$ cat config.mk
export PLATFORM = sky130hd
export DESIGN_NAME = backslash_escape_decoder
export DESIGN_NICKNAME = d
export VERILOG_FILES = /design/src/hw/rtl/bed_pkg.sv /design/src/hw/rtl/backslash_escape_decoder.sv /design/src/hw/rtl/bed_step.sv
export VERILOG_INCLUDE_DIRS = /design/src /design/src/hw/rtl
export SDC_FILE = /design/constraint.sdc
export NUM_CORES = 1
export LEC_CHECK = 0
export BUFFER_PORTS_ARGS = -buffer_cell sky130_fd_sc_hd__buf_4
export CAP_MARGIN = 0
export CORE_MARGIN = 5
export CORE_UTILIZATION = 31
export CTS_CLUSTER_SIZE = 10
export DETAILED_ROUTE_END_ITERATION = 10
export PLACE_DENSITY_LB_ADDON = 0.1
export SYNTH_ARGS = -nofsm -noshare
export SYNTH_HDL_FRONTEND = slang
export SYNTH_SLANG_ARGS = --single-unit
$ cat constraint.sdc
create_clock -name clk -period 3.6 [get_ports clk]
set_clock_uncertainty 0.15 [all_clocks]
set_input_delay 0.36 -clock clk [delete_from_list [all_inputs] [get_ports clk]]
set_output_delay 0.36 -clock clk [all_outputs]
set_load 0.02 [all_outputs]
$ cat src/hw/rtl/backslash_escape_decoder_defines.svh
// ----------------------------------------------------------------------------
// Assertion macros for the backslash escape decoder
// ----------------------------------------------------------------------------
`ifndef BACKSLASH_ESCAPE_DECODER_DEFINES_SVH
`define BACKSLASH_ESCAPE_DECODER_DEFINES_SVH

`ifndef SYNTHESIS

// property must hold at every clock edge out of reset
`define BED_ASSERT(lbl, clk, rst_n, prop) \
    lbl: assert property (@(posedge clk) disable iff (!rst_n) (prop)) \
        else $error("assertion failed");

// condition must never be seen at a clock edge out of reset
`define BED_NEVER(lbl, clk, rst_n, cond) \
    lbl: assert property (@(posedge clk) disable iff (!rst_n) !(cond)) \
        else $error("forbidden condition seen");

`else

`define BED_ASSERT(lbl, clk, rst_n, prop)
`define BED_NEVER(lbl, clk, rst_n, cond)

`endif

`endif

$ cat src/hw/rtl/bed_pkg.sv
// ----------------------------------------------------------------------------
// bed_pkg
// Types, character codes and helpers for the backslash escape decoder.
// ----------------------------------------------------------------------------
package bed_pkg;

    typedef logic [7:0] byte_t;

    // most decoded bytes one input item can release
    localparam int unsigned MAX_RESULTS = 4;
    localparam int unsigned CNT_W       = $clog2(MAX_RESULTS + 1);
    localparam int unsigned IDX_W       = $clog2(MAX_RESULTS);

    // scan phases
    typedef enum logic [2:0] {
        PH_IDLE = 3'd0,
        PH_ESC  = 3'd1,
        PH_HEX  = 3'd2,
        PH_R1   = 3'd3,
        PH_R2   = 3'd4,
        PH_R3   = 3'd5
    } phase_t;

    // decoder state carried from item to item
    typedef struct packed {
        phase_t      phase;
        logic [15:0] hex_accum;
        logic [2:0]  digit_count;
        logic        long_hex;
        logic [2:0]  first_octal;
    } scan_state_t;

    // burst of results released by one item
    typedef struct packed {
        byte_t [MAX_RESULTS-1:0] data;
        logic  [MAX_RESULTS-1:0] last;
        logic  [CNT_W-1:0]       count;
    } burst_t;

    // character codes
    localparam byte_t CH_BSLASH = 8'h5C;
    localparam byte_t CH_ZERO   = 8'h30;
    localparam byte_t CH_SEVEN  = 8'h37;
    localparam byte_t CH_NINE   = 8'h39;
    localparam byte_t CH_UA     = 8'h41;
    localparam byte_t CH_UF     = 8'h46;
    localparam byte_t CH_LA     = 8'h61;
    localparam byte_t CH_LB     = 8'h62;
    localparam byte_t CH_LF     = 8'h66;
    localparam byte_t CH_LN     = 8'h6E;
    localparam byte_t CH_LR     = 8'h72;
    localparam byte_t CH_LT     = 8'h74;
    localparam byte_t CH_LU     = 8'h75;
    localparam byte_t CH_LV     = 8'h76;
    localparam byte_t CH_LX     = 8'h78;

    // control codes
    localparam byte_t CC_BEL = 8'd7;
    localparam byte_t CC_BS  = 8'd8;
    localparam byte_t CC_HT  = 8'd9;
    localparam byte_t CC_LF  = 8'd10;
    localparam byte_t CC_VT  = 8'd11;
    localparam byte_t CC_FF  = 8'd12;
    localparam byte_t CC_CR  = 8'd13;

    // digit limits for \x and \u
    localparam logic [2:0] HEX_SHORT_DIGITS = 3'd2;
    localparam logic [2:0] HEX_LONG_DIGITS  = 3'd4;

    // hex digit value: bit 4 = valid, bits 3:0 = value
    function automatic logic [4:0] hex_value(byte_t c);
        byte_t t;
        t = 8'h00;
        if (c >= CH_ZERO && c <= CH_NINE) begin
            t = c - CH_ZERO;
            return {1'b1, t[3:0]};
        end
        if (c >= CH_UA && c <= CH_UF) begin
            t = c - (CH_UA - 8'd10);
            return {1'b1, t[3:0]};
        end
        if (c >= CH_LA && c <= CH_LF) begin
            t = c - (CH_LA - 8'd10);
            return {1'b1, t[3:0]};
        end
        return 5'b0_0000;
    endfunction

    function automatic logic is_octal(byte_t c);
        return (c >= CH_ZERO) && (c <= CH_SEVEN);
    endfunction

    // append one result to a burst
    function automatic burst_t push(burst_t b, byte_t v, logic lst);
        burst_t r;
        r = b;
        r.data[b.count[IDX_W-1:0]] = v;
        r.last[b.count[IDX_W-1:0]] = lst;
        r.count = b.count + 1'b1;
        return r;
    endfunction

endpackage

$ cat src/hw/rtl/backslash_escape_decoder.sv
// ----------------------------------------------------------------------------
// backslash_escape_decoder
// Stream decoder for backslash escapes, one text byte per item.
// ----------------------------------------------------------------------------
// Usage:
//   Input stream s_axis: one raw text byte per item in tdata; tlast high
//   marks the end item of a text (its tdata is ignored).
//   Output stream m_axis: decoded bytes in tdata; tlast high marks the end
//   item of a text, which carries tdata = 0.
//   cfg_we/cfg_wdata write regex_mode (1 = only \0oo octal pairs decoded);
//   the user must write only while the block is idle; it is not enforced.
// Timing:
//   An accepted item is decoded in the cycle it arrives; its results appear
//   on m_axis from the next cycle, one per cycle while m_axis_tready is
//   high. Each item releases zero to four results, held in a four-entry
//   output buffer. Throughput is one item per cycle while items release at
//   most one byte each and m_axis_tready is high; an item releasing more
//   holds the input while the single output port drains the buffer.
//   s_axis_tready is high while the buffer is empty or sends its last entry.
// Reset: the scan state returns to idle, the buffer empties, regex_mode = 0.
// A stalled receiver holds the current byte; input stalls once the buffer
// cannot take the next burst.
// ----------------------------------------------------------------------------
`include "backslash_escape_decoder_defines.svh"

module backslash_escape_decoder
    import bed_pkg::*;
(
    input  logic       clk,
    input  logic       rst_n,
    // input stream
    input  logic       s_axis_tvalid,
    output logic       s_axis_tready,
    input  logic [7:0] s_axis_tdata,   // [7:0] in_byte
    input  logic       s_axis_tlast,   // end_of_text
    // output stream
    output logic       m_axis_tvalid,
    input  logic       m_axis_tready,
    output logic [7:0] m_axis_tdata,   // [7:0] out_byte
    output logic       m_axis_tlast,   // end_mark
    // configuration
    input  logic       cfg_we,
    input  logic       cfg_wdata       // regex_mode
);

    scan_state_t             state_reg;
    scan_state_t             state_next;
    burst_t                  burst;
    logic                    regex_mode_reg;
    byte_t [MAX_RESULTS-1:0] buf_data_reg;
    logic  [MAX_RESULTS-1:0] buf_last_reg;
    logic  [CNT_W-1:0]       cnt_reg;
    logic  [IDX_W-1:0]       ptr_reg;
    logic                    in_fire;
    logic                    out_fire;

    // per-item decode
    bed_step u_step (
        .cur        (state_reg),
        .regex_mode (regex_mode_reg),
        .c          (s_axis_tdata),
        .eot        (s_axis_tlast),
        .nxt        (state_next),
        .burst      (burst)
    );

    // handshakes
    assign m_axis_tvalid = (cnt_reg != '0);
    assign out_fire      = m_axis_tvalid && m_axis_tready;
    assign s_axis_tready = (cnt_reg == '0) || ((cnt_reg == CNT_W'(1)) && m_axis_tready);
    assign in_fire       = s_axis_tvalid && s_axis_tready;
    assign m_axis_tdata  = buf_data_reg[ptr_reg];
    assign m_axis_tlast  = buf_last_reg[ptr_reg];

    // mode register
    always_ff @(posedge clk or negedge rst_n)
    begin
        if (!rst_n)
            regex_mode_reg <= 1'b0;
        else if (cfg_we)
            regex_mode_reg <= cfg_wdata;
    end

    // scan state
    always_ff @(posedge clk or negedge rst_n)
    begin
        if (!rst_n)
            state_reg <= '{phase: PH_IDLE, default: '0};
        else if (in_fire)
            state_reg <= state_next;
    end

    // output buffer control
    always_ff @(posedge clk or negedge rst_n)
    begin
        if (!rst_n)
        begin
            cnt_reg <= '0;
            ptr_reg <= '0;
        end
        else if (in_fire)
        begin
            cnt_reg <= burst.count;
            ptr_reg <= '0;
        end
        else if (out_fire)
        begin
            cnt_reg <= cnt_reg - CNT_W'(1);
            ptr_reg <= ptr_reg + IDX_W'(1);
        end
    end

    // output buffer payload
    always_ff @(posedge clk)
    begin
        if (in_fire)
        begin
            buf_data_reg <= burst.data;
            buf_last_reg <= burst.last;
        end
    end

    // checks
    `BED_NEVER(a_cnt_range, clk, rst_n, cnt_reg > CNT_W'(MAX_RESULTS))
    `BED_ASSERT(a_accept_drained, clk, rst_n,
        in_fire |-> ((cnt_reg == '0) || ((cnt_reg == CNT_W'(1)) && out_fire)))
    `BED_ASSERT(a_eot_idle, clk, rst_n,
        (in_fire && s_axis_tlast) |=> (state_reg.phase == PH_IDLE))
    `BED_ASSERT(a_last_is_final, clk, rst_n,
        (m_axis_tvalid && m_axis_tlast) |-> (cnt_reg == CNT_W'(1)))

endmodule

$ cat src/hw/rtl/bed_step.sv
// ----------------------------------------------------------------------------
// bed_step
// Next-state and result logic for one input item of the escape decoder.
// ----------------------------------------------------------------------------
module bed_step
    import bed_pkg::*;
(
    input  scan_state_t cur,
    input  logic        regex_mode,
    input  byte_t       c,
    input  logic        eot,
    output scan_state_t nxt,
    output burst_t      burst
);

    logic [4:0]  hv;
    logic        hex_take;
    logic [2:0]  hex_lim;
    logic [2:0]  cnt_inc;
    logic [15:0] acc_new;
    logic        old_ok;
    logic        new_ok;
    logic        c_oct;
    logic        c_bslash;
    phase_t      plain_phase;
    byte_t       oct_char;

    // shared decode of the incoming byte
    always_comb
    begin
        hv          = hex_value(c);
        hex_lim     = cur.long_hex ? HEX_LONG_DIGITS : HEX_SHORT_DIGITS;
        hex_take    = hv[4] && (cur.digit_count < hex_lim);
        cnt_inc     = cur.digit_count + 3'd1;
        acc_new     = {cur.hex_accum[11:0], hv[3:0]};
        old_ok      = (cur.digit_count != 3'd0) && (cur.hex_accum != 16'd0)
                      && (cur.hex_accum[15:8] == 8'd0);
        new_ok      = (acc_new != 16'd0) && (acc_new[15:8] == 8'd0);
        c_oct       = is_octal(c);
        c_bslash    = (c == CH_BSLASH);
        plain_phase = c_bslash ? (regex_mode ? PH_R1 : PH_ESC) : PH_IDLE;
        oct_char    = {5'b00110, cur.first_octal};
    end

    // next state
    always_comb
    begin
        nxt = cur;
        if (eot)
        begin
            nxt = '{phase: PH_IDLE, default: '0};
        end
        else
        begin
            case (cur.phase)
                PH_ESC:
                begin
                    nxt.phase = PH_IDLE;
                    if (c == CH_LX || c == CH_LU)
                    begin
                        nxt.phase       = PH_HEX;
                        nxt.hex_accum   = 16'd0;
                        nxt.digit_count = 3'd0;
                        nxt.long_hex    = (c == CH_LU);
                    end
                end
                PH_HEX:
                begin
                    if (hex_take && cnt_inc < hex_lim)
                    begin
                        nxt.hex_accum   = acc_new;
                        nxt.digit_count = cnt_inc;
                    end
                    else
                    begin
                        nxt.hex_accum   = 16'd0;
                        nxt.digit_count = 3'd0;
                        nxt.long_hex    = 1'b0;
                        nxt.phase       = hex_take ? PH_IDLE : plain_phase;
                    end
                end
                PH_R1:
                    nxt.phase = (c == CH_ZERO) ? PH_R2 : plain_phase;
                PH_R2:
                begin
                    if (c_oct)
                    begin
                        nxt.first_octal = c[2:0];
                        nxt.phase       = PH_R3;
                    end
                    else
                    begin
                        nxt.phase = plain_phase;
                    end
                end
                PH_R3:
                begin
                    nxt.first_octal = 3'd0;
                    nxt.phase       = c_oct ? PH_IDLE : plain_phase;
                end
                default:
                    nxt.phase = plain_phase;
            endcase
        end
    end

    // released bytes
    always_comb
    begin
        burst = '0;
        if (eot)
        begin
            case (cur.phase)
                PH_HEX:
                    if (old_ok) burst = push(burst, cur.hex_accum[7:0], 1'b0);
                PH_R1:
                    burst = push(burst, CH_BSLASH, 1'b0);
                PH_R2:
                begin
                    burst = push(burst, CH_BSLASH, 1'b0);
                    burst = push(burst, CH_ZERO, 1'b0);
                end
                PH_R3:
                begin
                    burst = push(burst, CH_BSLASH, 1'b0);
                    burst = push(burst, CH_ZERO, 1'b0);
                    burst = push(burst, oct_char, 1'b0);
                end
                default:
                    ;
            endcase
            burst = push(burst, 8'h00, 1'b1);
        end
        else
        begin
            case (cur.phase)
                PH_ESC:
                begin
                    case (c)
                        CH_LA:   burst = push(burst, CC_BEL, 1'b0);
                        CH_LB:   burst = push(burst, CC_BS, 1'b0);
                        CH_LF:   burst = push(burst, CC_FF, 1'b0);
                        CH_LN:   burst = push(burst, CC_LF, 1'b0);
                        CH_LR:   burst = push(burst, CC_CR, 1'b0);
                        CH_LT:   burst = push(burst, CC_HT, 1'b0);
                        CH_LV:   burst = push(burst, CC_VT, 1'b0);
                        CH_LX:   ;
                        CH_LU:   ;
                        default: burst = push(burst, c, 1'b0);
                    endcase
                end
                PH_HEX:
                begin
                    if (hex_take)
                    begin
                        // last digit completes the escape
                        if (cnt_inc >= hex_lim && new_ok)
                            burst = push(burst, acc_new[7:0], 1'b0);
                    end
                    else
                    begin
                        // escape ends; this byte is taken as plain text or opens a new escape
                        if (old_ok)
                            burst = push(burst, cur.hex_accum[7:0], 1'b0);
                        if (!c_bslash)
                            burst = push(burst, c, 1'b0);
                    end
                end
                PH_R1:
                begin
                    if (c != CH_ZERO)
                    begin
                        burst = push(burst, CH_BSLASH, 1'b0);
                        if (!c_bslash) burst = push(burst, c, 1'b0);
                    end
                end
                PH_R2:
                begin
                    if (!c_oct)
                    begin
                        burst = push(burst, CH_BSLASH, 1'b0);
                        burst = push(burst, CH_ZERO, 1'b0);
                        if (!c_bslash) burst = push(burst, c, 1'b0);
                    end
                end
                PH_R3:
                begin
                    if (c_oct)
                    begin
                        burst = push(burst, {2'b00, cur.first_octal, c[2:0]}, 1'b0);
                    end
                    else
                    begin
                        burst = push(burst, CH_BSLASH, 1'b0);
                        burst = push(burst, CH_ZERO, 1'b0);
                        burst = push(burst, oct_char, 1'b0);
                        if (!c_bslash) burst = push(burst, c, 1'b0);
                    end
                end
                default:
                    if (!c_bslash) burst = push(burst, c, 1'b0);
            endcase
        end
    end

endmodule

==> flow_summary.json <==
{
  "setup-violations-final": 0,
  "synth_ff_type": "edfxtp_1",
  "slowest_delay_ps": 480,
  "synth_area_mm2": 0.004544,
  "synth_nets": 501,
  "fin_nets": 526,
  "ir_drop_v": 0.0002251,
  "whs_ps": 99.55,
  "routed_wl_mm": 14.84,
  "die_h_um": 131.1,
  "synth.distinct_cells": 74,
  "gp_congestion": 0.9110,
  "power.density_mw_per_mm2": 512.4,
  "drive_gt1_frac": 0.1764,
  "cp-end-kind": "flip-flop",
  "synthTopCellsByArea": "edfxtp_1 (24%), dfrtp_1 (18%), ha_1 (4.7%), mux4_2 (4.5%), nand2_1 (4.2%)",
  "critPathArrivalTime_ps": 3060,
  "synth_seq_area_share": 0.4141,
  "start_kind": "flip-flop",
  "port_buffers": 25,
  "maxCapViolations": 0,
  "power_leakage_uw": 0.002121,
  "hpwl_mm": 11.04,
  "antenna_left": 0,
  "initial_core_util": 0.3139,
  "core_mm2": 0.01448,
  "dr_total_vias": 3904,
  "numCtsBuffers": 9,
  "die_w_um": 131.1,
  "cpMaxStageDelayCell": "nor4_1",
  "status": "complete, no violations",
  "pin_count": 26,
  "grt_use_total": 0.1861,
  "worst_slew_pin_slew_ps": 742.1,
  "cts-htree-levels": 3,
  "required_ps": 3560,
  "clk_pin_slew_ps": 60,
  "fin_crit_sh": 0.8597,
  "hold_viol": 0,
  "synth_edf_count": 36,
  "max_freq_ghz": 0.3231,
  "grt_pass1_vias": 3820,
  "fill_cells": 1462,
  "die_area_mm2": 0.01718,
  "syn2layout_area_growth_pct": 16.30,
  "antenna_cells": 0,
  "rr_startpoint": "state_reg[5]",
  "insertion_delay_ps": 340,
  "hold_path_depth": 2,
  "detailedPlace.worstSlack_ps": 281.2,
  "viasPerCell": 5.716,
  "yosys_warnings": 0,
  "crit_top_cell": "ha_1",
  "grt_pass1_wl_mm": 23.74,
  "slew_violations": 0,
  "min_from": "cfg_wdata",
  "rows": 44,
  "syn_avg_cell_area_um2": 9.689,
  "postSynthCellCount": 469,
  "grt_start_max_net_pins": 33,
  "relSlewSlack": 0.5035,
  "r2r_slack_ps": 500,
  "path_buf_inv": 0,
  "tns_ps": 0,
  "drt_first_pass_iters": 5,
  "rsz0062_at_grt": "no",
  "tritoncts": "yes",
  "critical_path_class": "flip-flop to flip-flop",
  "hold-path-endpoint": "regex_mode_reg",
  "drc_errors": 0,
  "antenna_found_initial": 0,
  "cp_cell_sequence": "ha_1 > xor2_1 > ha_1 > nor2b_1 > a311oi_1 > nor4_1 > o41ai_1 > o21ai_2 > nand2_1 > o21ai_0",
  "worstRegToRegCells": 10,
  "finalCriticalPeriod_ps": 3095,
  "drt_iter0_drc": 309,
  "hp-class": "primary input to flip-flop",
  "setup_slack_ps": 505.0,
  "critical-path-top-delay-family": "compound AO/OA/AOI/OAI gates",
  "yosys.area.top_type": "edfxtp_1",
  "synth-seq-cells": 68,
  "cts_num_sinks": 68,
  "wl_per_cell_um": 21.73,
  "rr_endpoint": "buf_data_reg[4]",
  "clockBufferDepth": 2,
  "crit_fanout": 4,
  "ys_async_sr_fraction": 0.4706,
  "root_buffer": "clkbuf_16",
  "largest_reg_flops": 32,
  "synth_top_area_share": 0.2379,
  "grt_remaining_overflow": 0,
  "cts_setup_buffers": 0
}
==> stage by stage <==
| stage | instance area [um^2] | total power [uW] | utilization | instances |
|---|---|---|---|---|
| after floorplan | 4544 | 1554 | - | 469 |
| after global placement | 4976 | 1859 | 0.3437 | 666 |
| after detailed placement | 4976 | 1859 | 0.3437 | 666 |
| after CTS | 5279 | 2746 | 0.3646 | 683 |
| after global routing | 5285 | 2868 | 0.3650 | 683 |
| final | 5285 | 2708 | 0.3650 | 683 |
==> final cells by class <==
cell class	count	area [um^2]	area share
Inverter	19	71.32	0.01349
Multi-Input combinational cell	354	2479	0.4690
Tap cell	184	230.2	0.04356
Sequential cell	68	1882	0.3561
Timing Repair Buffer	42	330.3	0.06250
Clock inverter	6	63.81	0.01207
Clock buffer	10	229.0	0.04332
==> kinds of logic (layout without fill, tap and decap cells) <==
family	count (synthesis)	in the layout	share of synthesized area
multiplexers	15	15	0.05892
flip-flops	68	68	0.4141
AND/OR/NAND/NOR	173	173	0.2057
adder cells (fa/ha/maj)	17	17	0.04681
buffers and inverters	47	77	0.04185
XOR/XNOR	5	5	0.009638
AO/OA/AOI/OAI	144	144	0.2230
==> placed cells by master, fill, tap and decap left out, types with 5 or more instances in the layout <==
cell type  count
nand2_1       51
buf_4         40
edfxtp_1      36
nor2_1        33
dfrtp_1       32
o21ai_0       30
a21oi_1       26
inv_1         17
a22o_1        17
ha_1          17
and2_1        12
nand2b_1      11
nor3_1        10
mux4_2         9
clkbuf_16      9
nor2b_1        8
nor4_1         8
nand3_1        8
o21ai_1        7
and3_1         7
o211ai_1       7
a31oi_1        5
o31ai_1        5
==> metal layers <==
metal | GRT usage | share of wire | vias up
met5 | 0 | 0 | -
met4 | 0.05445 | 0.023 | 0
met3 | 0.04092 | 0.047 | 26
met2 | 0.2882 | 0.47 | 112
met1 | 0.2617 | 0.46 | 1933
li1 | - | - | 1833
==> report_power, final <==
group | switching (uW) | total, uW | internal (uW)
Clock | 340 | 876 | 536
Combinational | 422 | 772 | 350
Sequential | 115 | 1060 | 946
==> synthesized netlist by cell type, drive strengths merged (2+ instances only) <==
cell type / count
nand2: 51
o21ai: 40
edfxtp: 36
nor2: 35
dfrtp: 32
a21oi: 27
clkbuf: 22
inv: 18
a22o: 17
ha: 17
and2: 12
nand2b: 11
nor3: 10
nor4: 10
mux4: 9
and3: 8
nand3: 8
nor2b: 8
o211ai: 7
buf: 6
a31oi: 5
o31ai: 5
a211oi: 4
a21o: 4
mux2: 4
or4: 4
a311oi: 3
a32o: 3
a32oi: 3
o2111ai: 3
o311a: 3
xor2: 3
a21boi: 2
a221o: 2
a221oi: 2
a22oi: 2
a31o: 2
mux2i: 2
nand3b: 2
nand4: 2
nor4bb: 2
or2: 2
or3: 2
or4b: 2
xnor2: 2
==> worst max-delay path by stage <==
stage | start | cells past startpoint | end | slack [ps]
final | state_reg[5] | 10 | buf_data_reg[4] | 500
after global routing | state_reg[5] | 10 | buf_data_reg[4] | 280
after CTS | state_reg[20] | 10 | buf_data_reg[4] | 270
after detailed placement | state_reg[20] | 10 | buf_data_reg[4] | 280
after global placement | state_reg[20] | 10 | buf_data_reg[4] | 380
after floorplan | state_reg[20] | 10 | buf_data_reg[4] | 650
==> what timing repair did <==
item                       CTS  global route
hold endpoints to repair    32             0
hold buffers                 1             0
resized for setup            0             1
setup endpoints to repair    0             1
No activity file was read; power rests on OpenSTA's default activity.
